--- src/rtl/core/trajectory_spread_score_defines.svh ---
// assertion macros for trajectory_spread_score
`ifndef TRAJECTORY_SPREAD_SCORE_DEFINES_SVH
`define TRAJECTORY_SPREAD_SCORE_DEFINES_SVH

`ifndef NO_ASSERTIONS
`define TSS_ASSERT_IMP(lbl, clk, rstn, ante, cons) \
    lbl: assert property (@(posedge clk) disable iff (!(rstn)) (ante) |-> (cons)) \
        else $error("assertion failed");
`define TSS_ASSERT_NXT(lbl, clk, rstn, ante, cons) \
    lbl: assert property (@(posedge clk) disable iff (!(rstn)) (ante) |=> (cons)) \
        else $error("assertion failed");
`else
`define TSS_ASSERT_IMP(lbl, clk, rstn, ante, cons)
`define TSS_ASSERT_NXT(lbl, clk, rstn, ante, cons)
`endif

`endif

--- src/rtl/core/tss_pkg.sv ---
`default_nettype none
package tss_pkg;
    localparam int HORIZON_W = 26;
    localparam int REF_W     = 20;
    localparam int CFG_W     = 26;
    localparam int CFG_IDX_W = 1;
    localparam int SCORE_W   = 17;

    localparam logic [CFG_IDX_W-1:0] REG_HORIZON = 1'd0;
    localparam logic [CFG_IDX_W-1:0] REG_SPREAD  = 1'd1;

    localparam logic [HORIZON_W-1:0] HORIZON_RST = 26'd2000000;
    localparam logic [REF_W-1:0]     REF_RST     = 20'd1024;

    localparam logic FUNC_POINT = 1'b0;
    localparam logic FUNC_END   = 1'b1;

    localparam logic [1:0] STATUS_OK          = 2'd0;
    localparam logic [1:0] STATUS_FEW_POINTS  = 2'd1;
    localparam logic [1:0] STATUS_ZERO_REF    = 2'd2;
    localparam logic [1:0] STATUS_FEW_SAMPLES = 2'd3;

    localparam logic [SCORE_W-1:0] SCORE_ONE = 17'd65536;

    typedef struct packed {
        logic start;
        logic done;
    } unit_ctl_t;
endpackage
`default_nettype wire

--- src/rtl/core/tss_sample_store.sv ---
`default_nettype none
module tss_sample_store #(
    parameter int DEPTH = 32,
    parameter int AW    = 5
) (
    input  wire logic                 aclk,
    input  wire logic                 wr_en,
    input  wire logic [AW-1:0]        wr_addr,
    input  wire logic signed [31:0]   wr_x,
    input  wire logic signed [31:0]   wr_y,
    input  wire logic                 rd_en,
    input  wire logic [AW-1:0]        rd_addr,
    output logic signed [31:0]        rd_x,
    output logic signed [31:0]        rd_y
);
    logic signed [31:0] x_mem [DEPTH];
    logic signed [31:0] y_mem [DEPTH];

    always_ff @(posedge aclk) begin
        if (wr_en) begin
            x_mem[wr_addr] <= wr_x;
            y_mem[wr_addr] <= wr_y;
        end
    end

    always_ff @(posedge aclk) begin
        if (rd_en) begin
            rd_x <= x_mem[rd_addr];
            rd_y <= y_mem[rd_addr];
        end
    end
endmodule
`default_nettype wire

--- src/rtl/core/tss_mul.sv ---
`default_nettype none
module tss_mul import tss_pkg::*; #(
    parameter int AW = 69,
    parameter int BW = 37,
    parameter int PW = 74
) (
    input  wire logic          aclk,
    input  wire logic          aresetn,
    input  wire logic          start,
    input  wire logic [AW-1:0] a,
    input  wire logic [BW-1:0] b,
    output unit_ctl_t          ctl,
    output logic [PW-1:0]      prod
);
    localparam int CNTW = $clog2(BW + 1);

    logic [AW-1:0]   a_reg;
    logic [BW-1:0]   b_reg;
    logic [PW-1:0]   acc_reg;
    logic [CNTW-1:0] cnt_reg;
    logic            busy_reg;
    logic            done_reg;
    logic [PW-1:0]   acc_next;

    // msb-first shift and add, one multiplier bit per cycle
    assign acc_next = {acc_reg[PW-2:0], 1'b0} + (b_reg[BW-1] ? PW'(a_reg) : '0);

    always_ff @(posedge aclk) begin
        if (!aresetn) begin
            busy_reg <= 1'b0;
            done_reg <= 1'b0;
            cnt_reg  <= '0;
        end else begin
            done_reg <= busy_reg && !start && (cnt_reg == CNTW'(1));
            if (start) begin
                busy_reg <= 1'b1;
                cnt_reg  <= CNTW'(BW);
            end else if (busy_reg) begin
                cnt_reg <= cnt_reg - 1'b1;
                if (cnt_reg == CNTW'(1)) begin
                    busy_reg <= 1'b0;
                end
            end
        end
    end

    always_ff @(posedge aclk) begin
        if (start) begin
            a_reg   <= a;
            b_reg   <= b;
            acc_reg <= '0;
        end else if (busy_reg) begin
            acc_reg <= acc_next;
            b_reg   <= {b_reg[BW-2:0], 1'b0};
        end
    end

    assign ctl.start = start;
    assign ctl.done  = done_reg;
    assign prod      = acc_reg;
endmodule
`default_nettype wire

--- src/rtl/core/tss_root.sv ---
`default_nettype none
module tss_root import tss_pkg::*; #(
    parameter int LW = 106,
    parameter int DW = 25
) (
    input  wire logic               aclk,
    input  wire logic               aresetn,
    input  wire logic               start,
    input  wire logic [LW-1:0]      lim,
    input  wire logic [DW-1:0]      d,
    output unit_ctl_t               ctl,
    output logic [SCORE_W-1:0]      score
);
    localparam int RW   = LW / 2;
    localparam int CNTW = $clog2(RW + 1);

    localparam logic [1:0] R_IDLE = 2'd0;
    localparam logic [1:0] R_SQRT = 2'd1;
    localparam logic [1:0] R_SAT  = 2'd2;
    localparam logic [1:0] R_DIV  = 2'd3;

    logic [1:0]         state_reg;
    logic [LW-1:0]      lim_reg;
    logic [RW+1:0]      rem_reg;
    logic [RW-1:0]      root_reg;
    logic [RW-1:0]      dsh_reg;
    logic [DW-1:0]      d_reg;
    logic [CNTW-1:0]    cnt_reg;
    logic [15:0]        quo_reg;
    logic [SCORE_W-1:0] score_reg;
    logic               done_reg;

    logic [RW+3:0] rem_sh;
    logic [RW+3:0] trial;
    logic          sq_ge;
    logic [RW-1:0] d_full;
    logic          dv_ge;

    assign rem_sh = {rem_reg, lim_reg[LW-1:LW-2]};
    assign trial  = (RW+4)'({root_reg, 2'b01});
    assign sq_ge  = rem_sh >= trial;
    assign d_full = RW'(d_reg) << 16;
    assign dv_ge  = root_reg >= dsh_reg;

    always_ff @(posedge aclk) begin
        if (!aresetn) begin
            state_reg <= R_IDLE;
            done_reg  <= 1'b0;
            cnt_reg   <= '0;
        end else begin
            done_reg <= ((state_reg == R_SAT) && (root_reg >= d_full))
                     || ((state_reg == R_DIV) && (cnt_reg == CNTW'(1)));
            unique case (state_reg)
                R_IDLE: begin
                    if (start) begin
                        state_reg <= R_SQRT;
                        cnt_reg   <= CNTW'(RW);
                    end
                end
                R_SQRT: begin
                    cnt_reg <= cnt_reg - 1'b1;
                    if (cnt_reg == CNTW'(1)) begin
                        state_reg <= R_SAT;
                    end
                end
                R_SAT: begin
                    if (root_reg >= d_full) begin
                        state_reg <= R_IDLE;
                    end else begin
                        state_reg <= R_DIV;
                        cnt_reg   <= CNTW'(16);
                    end
                end
                R_DIV: begin
                    cnt_reg <= cnt_reg - 1'b1;
                    if (cnt_reg == CNTW'(1)) begin
                        state_reg <= R_IDLE;
                    end
                end
                default: state_reg <= R_IDLE;
            endcase
        end
    end

    always_ff @(posedge aclk) begin
        unique case (state_reg)
            R_IDLE: begin
                if (start) begin
                    lim_reg  <= lim;
                    d_reg    <= d;
                    rem_reg  <= '0;
                    root_reg <= '0;
                end
            end
            R_SQRT: begin
                lim_reg  <= {lim_reg[LW-3:0], 2'b00};
                rem_reg  <= sq_ge ? (RW+2)'(rem_sh - trial) : (RW+2)'(rem_sh);
                root_reg <= {root_reg[RW-2:0], sq_ge};
            end
            R_SAT: begin
                dsh_reg <= RW'(d_reg) << 15;
                quo_reg <= '0;
                if (root_reg >= d_full) begin
                    score_reg <= SCORE_ONE;
                end
            end
            R_DIV: begin
                if (dv_ge) begin
                    root_reg <= root_reg - dsh_reg;
                end
                quo_reg <= {quo_reg[14:0], dv_ge};
                dsh_reg <= {1'b0, dsh_reg[RW-1:1]};
                if (cnt_reg == CNTW'(1)) begin
                    score_reg <= {1'b0, quo_reg[14:0], dv_ge};
                end
            end
            default: ;
        endcase
    end

    assign ctl.start = start;
    assign ctl.done  = done_reg;
    assign score     = score_reg;
endmodule
`default_nettype wire

--- src/rtl/core/trajectory_spread_score.sv ---
// trajectory_spread_score
// input channel s_*: one transfer per trajectory point (s_func = 0) or end
// of batch (s_func = 1). configuration via cfg_we/cfg_index/cfg_wdata, one
// write per cycle, only while idle.
// point transfers produce no result and leave s_ready high; the block is
// ready again on the next cycle.
// an end transfer yields one result on m_*. with a nonzero status the
// sequencer goes straight to the output stage. otherwise it reads the
// n samples from the sample store and drives one shift-add multiplier,
// then the square root and divide unit. s_ready stays low for the whole
// computation.
// the result sits in an output register; point transfers are taken while it
// waits, a next end transfer is computed and then held until m_ready frees
// the output register.
// reset (aresetn low, synchronous) restores register defaults, empties the
// batch and drops any pending result; the sample store needs no clearing.
`default_nettype none
`include "trajectory_spread_score_defines.svh"
module trajectory_spread_score import tss_pkg::*; #(
    parameter int MAX_SAMPLES = 32
) (
    input  wire logic                  aclk,
    input  wire logic                  aresetn,
    input  wire logic                  cfg_we,
    input  wire logic [CFG_IDX_W-1:0]  cfg_index,
    input  wire logic [CFG_W-1:0]      cfg_wdata,
    input  wire logic                  s_valid,
    output logic                       s_ready,
    input  wire logic                  s_func,
    input  wire logic signed [31:0]    s_traj_age_us,
    input  wire logic [30:0]           s_time_from_start_us,
    input  wire logic signed [31:0]    s_pos_x,
    input  wire logic signed [31:0]    s_pos_y,
    input  wire logic                  s_first_of_traj,
    input  wire logic                  s_last_of_traj,
    input  wire logic                  s_is_current,
    input  wire logic [15:0]           s_scored_point_count,
    output logic                       m_valid,
    input  wire logic                  m_ready,
    output logic [SCORE_W-1:0]         m_score,
    output logic [1:0]                 m_status,
    output logic [5:0]                 m_sample_count,
    output logic                       m_samples_dropped
);
    localparam int AW = $clog2(MAX_SAMPLES);
    localparam int CW = $clog2(MAX_SAMPLES + 1);
    localparam int MW = 32 + AW;
    localparam int SW = MW + 1;
    localparam int QW = 64 + AW;
    localparam int NW = 64 + 2 * AW;
    localparam int LW = NW + 32;
    localparam int DW = REF_W + AW;

    localparam logic [3:0] ST_IDLE = 4'd0;
    localparam logic [3:0] ST_READ = 4'd1;
    localparam logic [3:0] ST_LOAD = 4'd2;
    localparam logic [3:0] ST_MX   = 4'd3;
    localparam logic [3:0] ST_MY   = 4'd4;
    localparam logic [3:0] ST_MN   = 4'd5;
    localparam logic [3:0] ST_MSX  = 4'd6;
    localparam logic [3:0] ST_MSY  = 4'd7;
    localparam logic [3:0] ST_ROOT = 4'd8;
    localparam logic [3:0] ST_FIN  = 4'd9;

    logic [3:0]             state_reg;
    logic [HORIZON_W-1:0]   horizon_reg;
    logic [REF_W-1:0]       ref_reg;
    logic [CW-1:0]          held_reg;
    logic                   ovf_reg;
    logic                   pf_reg;
    logic signed [31:0]     lat_x_reg;
    logic signed [31:0]     lat_y_reg;
    logic signed [33:0]     need_reg;
    logic [CW-1:0]          n_reg;
    logic [CW-1:0]          idx_reg;
    logic [QW-1:0]          sq_reg;
    logic signed [SW-1:0]   sx_reg;
    logic signed [SW-1:0]   sy_reg;
    logic [NW-1:0]          num_reg;
    logic [DW-1:0]          dd_reg;
    logic [1:0]             stat_reg;
    logic [5:0]             cnt_reg;
    logic                   drop_reg;
    logic [SCORE_W-1:0]     sc_reg;
    logic                   m_valid_reg;
    logic [SCORE_W-1:0]     m_score_reg;
    logic [1:0]             m_status_reg;
    logic [5:0]             m_count_reg;
    logic                   m_drop_reg;

    logic                   s_xfer;
    logic                   pt_xfer;
    logic                   end_xfer;
    logic signed [33:0]     hz_ext;
    logic signed [33:0]     need_new;
    logic signed [33:0]     eff_need;
    logic                   eff_pf;
    logic                   hit;
    logic                   take;
    logic                   elig;
    logic                   full;
    logic signed [31:0]     smp_x;
    logic signed [31:0]     smp_y;
    logic                   wr_en;
    logic [1:0]             status_new;

    logic                   rd_en;
    logic signed [31:0]     rd_x;
    logic signed [31:0]     rd_y;
    logic [31:0]            mag_x;
    logic [31:0]            mag_y;
    logic [MW-1:0]          mag_sx;
    logic [MW-1:0]          mag_sy;
    logic                   mul_start;
    logic [QW-1:0]          mul_a;
    logic [MW-1:0]          mul_b;
    unit_ctl_t              mul_ctl;
    logic [NW-1:0]          mul_prod;
    logic                   root_start;
    logic [LW-1:0]          root_lim;
    unit_ctl_t              root_ctl;
    logic [SCORE_W-1:0]     root_score;
    logic                   out_free;

    assign s_ready  = (state_reg == ST_IDLE);
    assign s_xfer   = s_valid && s_ready;
    assign pt_xfer  = s_xfer && (s_func == FUNC_POINT);
    assign end_xfer = s_xfer && (s_func == FUNC_END);

    // offset selection and latch of the point at the common instant
    assign hz_ext   = $signed({8'b0, horizon_reg});
    assign need_new = s_is_current ? hz_ext : hz_ext + 34'(s_traj_age_us);
    assign eff_need = s_first_of_traj ? need_new : need_reg;
    assign eff_pf   = s_first_of_traj ? 1'b0 : pf_reg;
    assign hit      = !eff_pf && ($signed({3'b0, s_time_from_start_us}) >= eff_need);
    assign take     = !eff_pf && (hit || s_last_of_traj);
    assign smp_x    = take ? s_pos_x : lat_x_reg;
    assign smp_y    = take ? s_pos_y : lat_y_reg;
    assign elig     = (eff_need > 34'sd0) || s_is_current;
    assign full     = (held_reg == CW'(MAX_SAMPLES));
    assign wr_en    = pt_xfer && s_last_of_traj && elig && !full;

    always_comb begin
        if (s_scored_point_count < 16'd2) begin
            status_new = STATUS_FEW_POINTS;
        end else if (ref_reg == '0) begin
            status_new = STATUS_ZERO_REF;
        end else if (held_reg < CW'(2)) begin
            status_new = STATUS_FEW_SAMPLES;
        end else begin
            status_new = STATUS_OK;
        end
    end

    tss_sample_store #(
        .DEPTH (MAX_SAMPLES),
        .AW    (AW)
    ) u_store (
        .aclk    (aclk),
        .wr_en   (wr_en),
        .wr_addr (held_reg[AW-1:0]),
        .wr_x    (smp_x),
        .wr_y    (smp_y),
        .rd_en   (rd_en),
        .rd_addr (idx_reg[AW-1:0]),
        .rd_x    (rd_x),
        .rd_y    (rd_y)
    );

    assign mag_x  = rd_x[31] ? 32'(-rd_x) : 32'(rd_x);
    assign mag_y  = rd_y[31] ? 32'(-rd_y) : 32'(rd_y);
    assign mag_sx = sx_reg[SW-1] ? MW'(-sx_reg) : MW'(sx_reg);
    assign mag_sy = sy_reg[SW-1] ? MW'(-sy_reg) : MW'(sy_reg);

    // operand steering for the shared multiplier and root unit
    always_comb begin
        rd_en      = 1'b0;
        mul_start  = 1'b0;
        mul_a      = QW'(mag_x);
        mul_b      = MW'(mag_x);
        root_start = 1'b0;
        root_lim   = {num_reg - mul_prod, 32'b0};
        unique case (state_reg)
            ST_READ: rd_en = 1'b1;
            ST_LOAD: mul_start = 1'b1;
            ST_MX: begin
                mul_start = mul_ctl.done;
                mul_a     = QW'(mag_y);
                mul_b     = MW'(mag_y);
            end
            ST_MY: begin
                mul_start = mul_ctl.done && (idx_reg + 1'b1 == n_reg);
                mul_a     = sq_reg + QW'(mul_prod);
                mul_b     = MW'(n_reg);
            end
            ST_MN: begin
                mul_start = mul_ctl.done;
                mul_a     = QW'(mag_sx);
                mul_b     = mag_sx;
            end
            ST_MSX: begin
                mul_start = mul_ctl.done;
                mul_a     = QW'(mag_sy);
                mul_b     = mag_sy;
            end
            ST_MSY: root_start = mul_ctl.done;
            default: ;
        endcase
    end

    tss_mul #(
        .AW (QW),
        .BW (MW),
        .PW (NW)
    ) u_mul (
        .aclk    (aclk),
        .aresetn (aresetn),
        .start   (mul_start),
        .a       (mul_a),
        .b       (mul_b),
        .ctl     (mul_ctl),
        .prod    (mul_prod)
    );

    tss_root #(
        .LW (LW),
        .DW (DW)
    ) u_root (
        .aclk    (aclk),
        .aresetn (aresetn),
        .start   (root_start),
        .lim     (root_lim),
        .d       (dd_reg),
        .ctl     (root_ctl),
        .score   (root_score)
    );

    assign out_free = !m_valid_reg || m_ready;

    always_ff @(posedge aclk) begin
        if (!aresetn) begin
            horizon_reg <= HORIZON_RST;
            ref_reg     <= REF_RST;
        end else if (cfg_we) begin
            unique case (cfg_index)
                REG_HORIZON: horizon_reg <= cfg_wdata[HORIZON_W-1:0];
                REG_SPREAD:  ref_reg     <= cfg_wdata[REF_W-1:0];
                default: ;
            endcase
        end
    end

    always_ff @(posedge aclk) begin
        if (!aresetn) begin
            state_reg   <= ST_IDLE;
            held_reg    <= '0;
            ovf_reg     <= 1'b0;
            pf_reg      <= 1'b0;
            lat_x_reg   <= '0;
            lat_y_reg   <= '0;
            need_reg    <= '0;
            m_valid_reg <= 1'b0;
        end else begin
            if ((state_reg == ST_FIN) && out_free) begin
                m_valid_reg <= 1'b1;
            end else if (m_valid_reg && m_ready) begin
                m_valid_reg <= 1'b0;
            end
            unique case (state_reg)
                ST_IDLE: begin
                    if (pt_xfer) begin
                        if (s_first_of_traj) begin
                            need_reg <= need_new;
                        end
                        lat_x_reg <= smp_x;
                        lat_y_reg <= smp_y;
                        pf_reg    <= s_last_of_traj ? 1'b0 : (eff_pf || hit);
                        if (s_last_of_traj && elig) begin
                            if (full) begin
                                ovf_reg <= 1'b1;
                            end else begin
                                held_reg <= held_reg + 1'b1;
                            end
                        end
                    end else if (end_xfer) begin
                        held_reg  <= '0;
                        ovf_reg   <= 1'b0;
                        pf_reg    <= 1'b0;
                        state_reg <= (status_new == STATUS_OK) ? ST_READ : ST_FIN;
                    end
                end
                ST_READ: state_reg <= ST_LOAD;
                ST_LOAD: state_reg <= ST_MX;
                ST_MX: begin
                    if (mul_ctl.done) begin
                        state_reg <= ST_MY;
                    end
                end
                ST_MY: begin
                    if (mul_ctl.done) begin
                        state_reg <= (idx_reg + 1'b1 == n_reg) ? ST_MN : ST_READ;
                    end
                end
                ST_MN: begin
                    if (mul_ctl.done) begin
                        state_reg <= ST_MSX;
                    end
                end
                ST_MSX: begin
                    if (mul_ctl.done) begin
                        state_reg <= ST_MSY;
                    end
                end
                ST_MSY: begin
                    if (mul_ctl.done) begin
                        state_reg <= ST_ROOT;
                    end
                end
                ST_ROOT: begin
                    if (root_ctl.done) begin
                        state_reg <= ST_FIN;
                    end
                end
                ST_FIN: begin
                    if (out_free) begin
                        state_reg <= ST_IDLE;
                    end
                end
                default: state_reg <= ST_IDLE;
            endcase
        end
    end

    always_ff @(posedge aclk) begin
        unique case (state_reg)
            ST_IDLE: begin
                if (end_xfer) begin
                    n_reg    <= held_reg;
                    idx_reg  <= '0;
                    sq_reg   <= '0;
                    sx_reg   <= '0;
                    sy_reg   <= '0;
                    dd_reg   <= DW'(held_reg) * DW'(ref_reg);
                    stat_reg <= status_new;
                    cnt_reg  <= 6'(held_reg);
                    drop_reg <= ovf_reg;
                    sc_reg   <= '0;
                end
            end
            ST_MX: begin
                if (mul_ctl.done) begin
                    sq_reg <= sq_reg + QW'(mul_prod);
                end
            end
            ST_MY: begin
                if (mul_ctl.done) begin
                    sq_reg  <= sq_reg + QW'(mul_prod);
                    sx_reg  <= sx_reg + SW'(rd_x);
                    sy_reg  <= sy_reg + SW'(rd_y);
                    idx_reg <= idx_reg + 1'b1;
                end
            end
            ST_MN: begin
                if (mul_ctl.done) begin
                    num_reg <= mul_prod;
                end
            end
            ST_MSX: begin
                if (mul_ctl.done) begin
                    num_reg <= num_reg - mul_prod;
                end
            end
            ST_ROOT: begin
                if (root_ctl.done) begin
                    sc_reg <= root_score;
                end
            end
            ST_FIN: begin
                if (out_free) begin
                    m_score_reg  <= sc_reg;
                    m_status_reg <= stat_reg;
                    m_count_reg  <= cnt_reg;
                    m_drop_reg   <= drop_reg;
                end
            end
            default: ;
        endcase
    end

    assign m_valid           = m_valid_reg;
    assign m_score           = m_score_reg;
    assign m_status          = m_status_reg;
    assign m_sample_count    = m_count_reg;
    assign m_samples_dropped = m_drop_reg;

    `TSS_ASSERT_NXT(a_busy_after_end, aclk, aresetn, end_xfer, !s_ready)
    `TSS_ASSERT_IMP(a_status_zero_score, aclk, aresetn,
        m_valid && (m_status != STATUS_OK), m_score == '0)
    `TSS_ASSERT_IMP(a_score_sat, aclk, aresetn, m_valid, m_score <= SCORE_ONE)
    `TSS_ASSERT_IMP(a_held_bound, aclk, aresetn, 1'b1, held_reg <= CW'(MAX_SAMPLES))
endmodule
`default_nettype wire

--- config.mk ---
export PLATFORM = sky130hd
export DESIGN_NAME = trajectory_spread_score
export DESIGN_NICKNAME = d
export VERILOG_FILES = /design/src/rtl/core/tss_pkg.sv /design/src/rtl/core/tss_sample_store.sv /design/src/rtl/core/tss_mul.sv /design/src/rtl/core/tss_root.sv /design/src/rtl/core/trajectory_spread_score.sv
export VERILOG_INCLUDE_DIRS = /design/src /design/src/rtl/core
export SDC_FILE = /design/constraint.sdc
export NUM_CORES = 2
export LEC_CHECK = 0
export CAP_MARGIN = 20
export CELL_PAD_IN_SITES_DETAIL_PLACEMENT = 1
export CELL_PAD_IN_SITES_GLOBAL_PLACEMENT = 1
export CORE_MARGIN = 1.5
export CORE_UTILIZATION = 39
export CTS_BUF_LIST = sky130_fd_sc_hd__clkbuf_8
export DETAILED_ROUTE_END_ITERATION = 8
export DONT_BUFFER_PORTS = 1
export PLACE_DENSITY = 0.65
export SLEW_MARGIN = 20
export SYNTH_ARGS = -nofsm -noshare
export SYNTH_HDL_FRONTEND = slang
export SYNTH_SLANG_ARGS = --single-unit
--- constraint.sdc ---
create_clock -name aclk -period 18.6 [get_ports aclk]
set_clock_uncertainty 0.1 [all_clocks]
set_input_delay 2.79 -clock aclk [delete_from_list [all_inputs] [get_ports aclk]]
set_output_delay 2.79 -clock aclk [all_outputs]
set_load 0.02 [all_outputs]
* Word-level counts from Yosys, hierarchy flattened
Memories as Yosys holds them, arrays and structs flattened. A register that Yosys moved wholly into a read port is not among the register bits. Cells that the tools add are included.
Cells by class: add/sub/neg operators 16, multipliers 1, order comparisons 7, equal/unequal tests 35, mux-type cells 88, bitwise logic cells 3, reduce and logical (&&, ||, !) cells 62
Operators with widths (number):
- 69-bit one-hot mux with 4 select lines | 1
- 106-bit one-hot mux with 2 select lines | 1
- 69-bit two-way mux | 3
- 53-bit one-hot mux with 3 select lines | 1
- 38-bit one-hot mux with 2 select lines | 2
- 37-bit two-way mux | 4
- 74-bit two-way mux | 2
- 37-bit one-hot mux with 4 select lines | 1
- 74-bit one-hot mux with 2 select lines | 1
- 69-bit one-hot mux with 2 select lines | 1
- 32-bit two-way mux | 4
- 38-bit two-way mux | 3
- 55-bit two-way mux | 2
- 55-bit one-hot mux with 2 select lines | 1
- 106-bit two-way mux | 1
- 53-bit two-way mux | 2
- 53-bit one-hot mux with 2 select lines | 1
- 38-bit by 32-bit adder with 38-bit output | 2
- 74-bit adder | 1
- 37-bit negation | 2
- 74-bit subtractor | 1
- 69-bit adder | 1
- 17-bit two-way mux | 4
- 34-bit two-way mux | 2
- 52 further kinds | 168
Word-level totals: bits in registers 980, bits in writable memories 2048, logic and storage cells 255, memories kept 2
Memories:
- u_store.x_mem | depth 32, width 32, read ports 1, clocked after Yosys merged registers in 1, write ports 1, RTL line tss_sample_store.sv:16 | logic signed [31:0] x_mem [DEPTH];
- u_store.y_mem | depth 32, width 32, read ports 1, clocked after Yosys merged registers in 1, write ports 1, RTL line tss_sample_store.sv:17 | logic signed [31:0] y_mem [DEPTH];

* Depth between registers and ports, before layout
depth in word-level cells 9, gate-level depth with buffers 26, gate-level depth less buffers 24

* Cells and area by module
A second synthesis with hierarchy kept.
Second synthesis, totals: cells, all modules 11600, area, all modules 149908.8 um^2
By module, submodules not included:
- tss_sample_store | times used 1, cells an instance 3784, area an instance 79904.1 um^2, seq. area each 63420.8 um^2
- trajectory_spread_score | times used 1, cells an instance 4605, area an instance 39087.5 um^2, seq. area each 12211.7 um^2
- tss_root | times used 1, cells an instance 2069, area an instance 19842.8 um^2, seq. area each 9519.1 um^2
- tss_mul | times used 1, cells an instance 1142, area an instance 11074.4 um^2, seq. area each 4824.6 um^2

* Least setup slack after synthesis
Ideal clock, no wire load.
path kind input to register, start point input s_traj_age_us[0], end point memory u_store.x_mem[16][0], enable pin, setup time 0.565 ns, data arrival time 10.524 ns, required time 17.935 ns, slack 7.411 ns, cell stages on the path 17, buffers on the path 2, cell sequence ha_1 fa_1 a21o_1 a21o_1 a211oi_2 o31ai_1 o21ai_2 a31oi_1 a221oi_1 xnor2_1 a21oi_1 nand4_1 nor2_8 or4_1 buf_6 buf_8 nor3_1
Between the ends: longest elaborated chain between the ends 9
Ends and longest elaborated chain:
- from (decl) | RTL line trajectory_spread_score.sv:30 | input wire logic signed [31:0] s_traj_age_us,
- 27-bit by 32-bit adder with 33-bit output | RTL line trajectory_spread_score.sv:132 | assign need_new = s_is_current ? hz_ext : hz_ext + 34'(s_traj_age_us);
- 34-bit two-way mux | RTL line trajectory_spread_score.sv:132
- 34-bit two-way mux
- 34-bit by 1-bit > comparator with 1-bit output | RTL line trajectory_spread_score.sv:139 | assign elig = (eff_need > 34'sd0) || s_is_current;
- 1-bit logical OR | RTL line trajectory_spread_score.sv:139
- 1-bit logical AND (2 in series) | RTL line trajectory_spread_score.sv:141 | assign wr_en = pt_xfer && s_last_of_traj && elig && !full;
- 1-bit two-way mux | RTL line tss_sample_store.sv:20 | if (wr_en) begin
- 1-bit two-way mux (implied by the code) | RTL line tss_sample_store.sv:21 | x_mem[wr_addr] <= wr_x;
- to (decl) | RTL line tss_sample_store.sv:16
Every way passes these cells.

* Worst setup path after layout
start point input s_traj_age_us[0], end point register lat_y_reg[5]
Between the ends: longest elaborated chain between the ends 8
Ends and longest elaborated chain:
- 27-bit by 32-bit adder with 33-bit output | RTL line trajectory_spread_score.sv:132
- 34-bit two-way mux | RTL line trajectory_spread_score.sv:132
- 34-bit two-way mux
- 32-bit by 34-bit >= comparator with 1-bit output | RTL line trajectory_spread_score.sv:135 | assign hit = !eff_pf && ($signed({3'b0, s_time_from_start_us}) >= eff_need);
- 1-bit logical AND | RTL line trajectory_spread_score.sv:135
- 1-bit logical OR | RTL line trajectory_spread_score.sv:136 | assign take = !eff_pf && (hit || s_last_of_traj);
- 1-bit logical AND | RTL line trajectory_spread_score.sv:136
- 32-bit two-way mux | RTL line trajectory_spread_score.sv:138 | assign smp_y = take ? s_pos_y : lat_y_reg;
- to (signal assigned) | RTL line trajectory_spread_score.sv:276 | lat_y_reg <= smp_y;
- to (decl) | RTL line trajectory_spread_score.sv:72 | logic signed [31:0] lat_y_reg;
Every way passes these cells. A chain may end at the register's enable or synchronous reset.

==> metrics <==
status finished clean; Post-CTS Setup Inserts 0; Hold Fails Final Rpt 0; gr usage total 0.218; die width 615 um; CP Buf/Inv Count 2; num rows 224; Post-Syn Nets 11200; drc violations 0; total gr overflow 0; Worst-Margin Slew 1.19 ns; HP Class reg -> reg; setup_tns 0 ns; Die Height 615 um; final-report setup violation count 0; async set-reset flop share out of synthesis 0; post-synthesis sequential area ratio 0.609; crit share post-route 0.497; worst endpoint data arrival time 10.17 ns; Core ar. 373000 um2; Clock transition at path regs 0.06 ns; Vias/cell 5.67; slowest cell delay on critical path 0.77 ns; EDFF count, synth 2799; initial core utilization 0.392; Fmax achieved 108 MHz; Detailed Routing Iterations Pass 1 6; VDD IR max 0.0653 mV; Synth Instances 10500; ANT nets after route 0; CP most frequent cell a21o_1; Regs by FF count u_store.x_mem x1024, u_store.y_mem x1024; layout cells sized above 1 0.155; drt initial violations 7226; Power Density 116 nW/um2; Hold Buf Count CTS 0; global placement routability congestion 0.877; die area 379000 um2; hold slack final 0.295 ns; distinct cell type count after synthesis 95; Worst setup SP type input port; CP Max Fanout 38; DP HPWL 262000 um; unrepaired setup endpoints after global routing no; CP Capture Type register; post-CTS sizing 0; DR WL/cell 26.2 um; max cap viols 0; worst skew pair latency 1.16 ns; cts bufs inserted 531; max-slew violations 0; wire length of the first global-routing pass 628000 um; fin crit period 9.24 ns; clk sink count 3047; initial antenna violation count 28; max_slew headroom 0.204; Top FF cell, synth edfxtp_1; end-of-flow core utilization 0.435; total wire length 421000 um; Seq cells post-synth 3047; synth warn 0; clock root cell clkbuf_8; worst setup path class in -> reg; CP delay by family, top compound AO/OA/AOI/OAI gates; Required @ worst endpoint 19.54 ns; PortBufs 0; Post-Syn Area 146000 um2; worst-case clock buffer depth 4; CTS tree built; # fillers 38000; Leak 57.0 nW; slowest CP cell and2_4; largest net degree at the start of global routing 135; syn avg cell area 14.0 um2; nets@finish 11400; # IOs 207; H-tree depth 6; area growth from synthesis to layout 11.0%; vias in the first global route 96800; vias post-DR 91200
## synth_stat cells, types with 69 or more instances
master / n / share of area
a21oi_1: 580 / 0.020
dfxtp_1: 248 / 0.034
xnor2_1: 259 / 0.016
nand2b_1: 79 / 0.0034
nor2_1: 706 / 0.018
fa_1: 79 / 0.011
xor2_1: 258 / 0.015
and2_1: 147 / 0.0063
o21ai_0: 490 / 0.017
nand3_1: 142 / 0.0049
mux2_2: 132 / 0.010
nand2_1: 835 / 0.021
edfxtp_1: 2799 / 0.57
mux4_2: 640 / 0.099
and3_1: 90 / 0.0038
ha_1: 506 / 0.043
nor3_1: 149 / 0.0051
nand4_1: 72 / 0.0031
o22ai_1: 83 / 0.0035
mux2i_1: 93 / 0.0064
a211oi_1: 90 / 0.0046
o21bai_1: 74 / 0.0038
inv_1: 409 / 0.010
buf_1: 69 / 0.0018
a21o_1: 281 / 0.014
clkbuf_1: 390 / 0.010
## routing by layer
metal | vias up | part of all wire | GRT usage
met1 | 47400 | 0.43 | 0.285
met4 | 16 | 0.031 | 0.0718
met5 | - | 0.00027 | 0
li1 | 40700 | - | -
met3 | 696 | 0.051 | 0.0316
met2 | 2463 | 0.49 | 0.373
## area by class of cell
class	instances	area, um2	area share
Tap cell	4972	6220	0.0383
Clock buffer	557	7670	0.0472
Timing Repair Buffer	155	1230	0.00755
Antenna cell	22	55.1	0.000339
Sequential cell	3047	89000	0.548
Clock inverter	399	2350	0.0145
Multi-Input combinational cell	6528	54200	0.334
Inverter	415	1570	0.00967
## worst register-to-register path, delay by kind of cell, from the launching register on
family          cells  cell delay (ns)
simple gates        2             0.92
flops               1             0.35
buf+inv             2             1.34
xor+xnor            1             0.18
fa+ha+maj           3             0.92
compound gates     18             4.04
## kinds of logic after synthesis
family / count (synthesis) / synth area share
flip-flops: 3047 / 0.609
AND/OR/NAND/NOR: 2517 / 0.0804
AO/OA/AOI/OAI: 2044 / 0.0876
buffers and inverters: 893 / 0.0233
multiplexers: 865 / 0.115
adder cells (fa/ha/maj): 585 / 0.0541
XOR/XNOR: 517 / 0.0310
## power breakdown
part / total, mW / switching [mW] / internal (mW) / leakage [nW]
Sequential: 8.44 / 0.381 / 8.06 / 27.4
Clock: 5.90 / 2.94 / 2.96 / 5.81
Combinational: 4.53 / 2.77 / 1.76 / 23.7
Total: 18.9 / 6.09 / 12.8 / 57.0
## metrics by stage
step	cell area (um2)	total power, mW	std cells	setup slack, ns
after floorplan	146000	11.7	10500	7.41
after global placement	152000	13.0	15100	8.20
after detailed placement	152000	13.1	15100	8.17
after CTS	162000	19.0	16100	9.42
after global routing	162000	19.8	16100	9.07
final	162000	18.9	16100	9.36
## cells in the final DEF, fill, tap and decap left out, types with 258 or more instances in the layout
cell type and n:
xnor2_1 259, a21o_1 281, nor2_1 701, ha_1 506, mux4_2 640, clkbuf_8 557
a21oi_1 576, nand2_1 830, inv_1 596, xor2_1 258, o21ai_0 489, edfxtp_1 2799
## worst paths after layout
path | startpoint | end | slack, ns | cells after the start
setup / recovery | s_traj_age_us[0] | lat_y_reg[5] | 9.36 | 26
hold / removal | dd_reg[13] | u_root.d_reg[13] | 0.29 | 0
setup reg to reg | horizon_reg[0] | lat_y_reg[5] | 10.66 | 26
hold reg to reg | dd_reg[13] | u_root.d_reg[13] | 0.29 | 0
(Power assumes the default switching activity.)
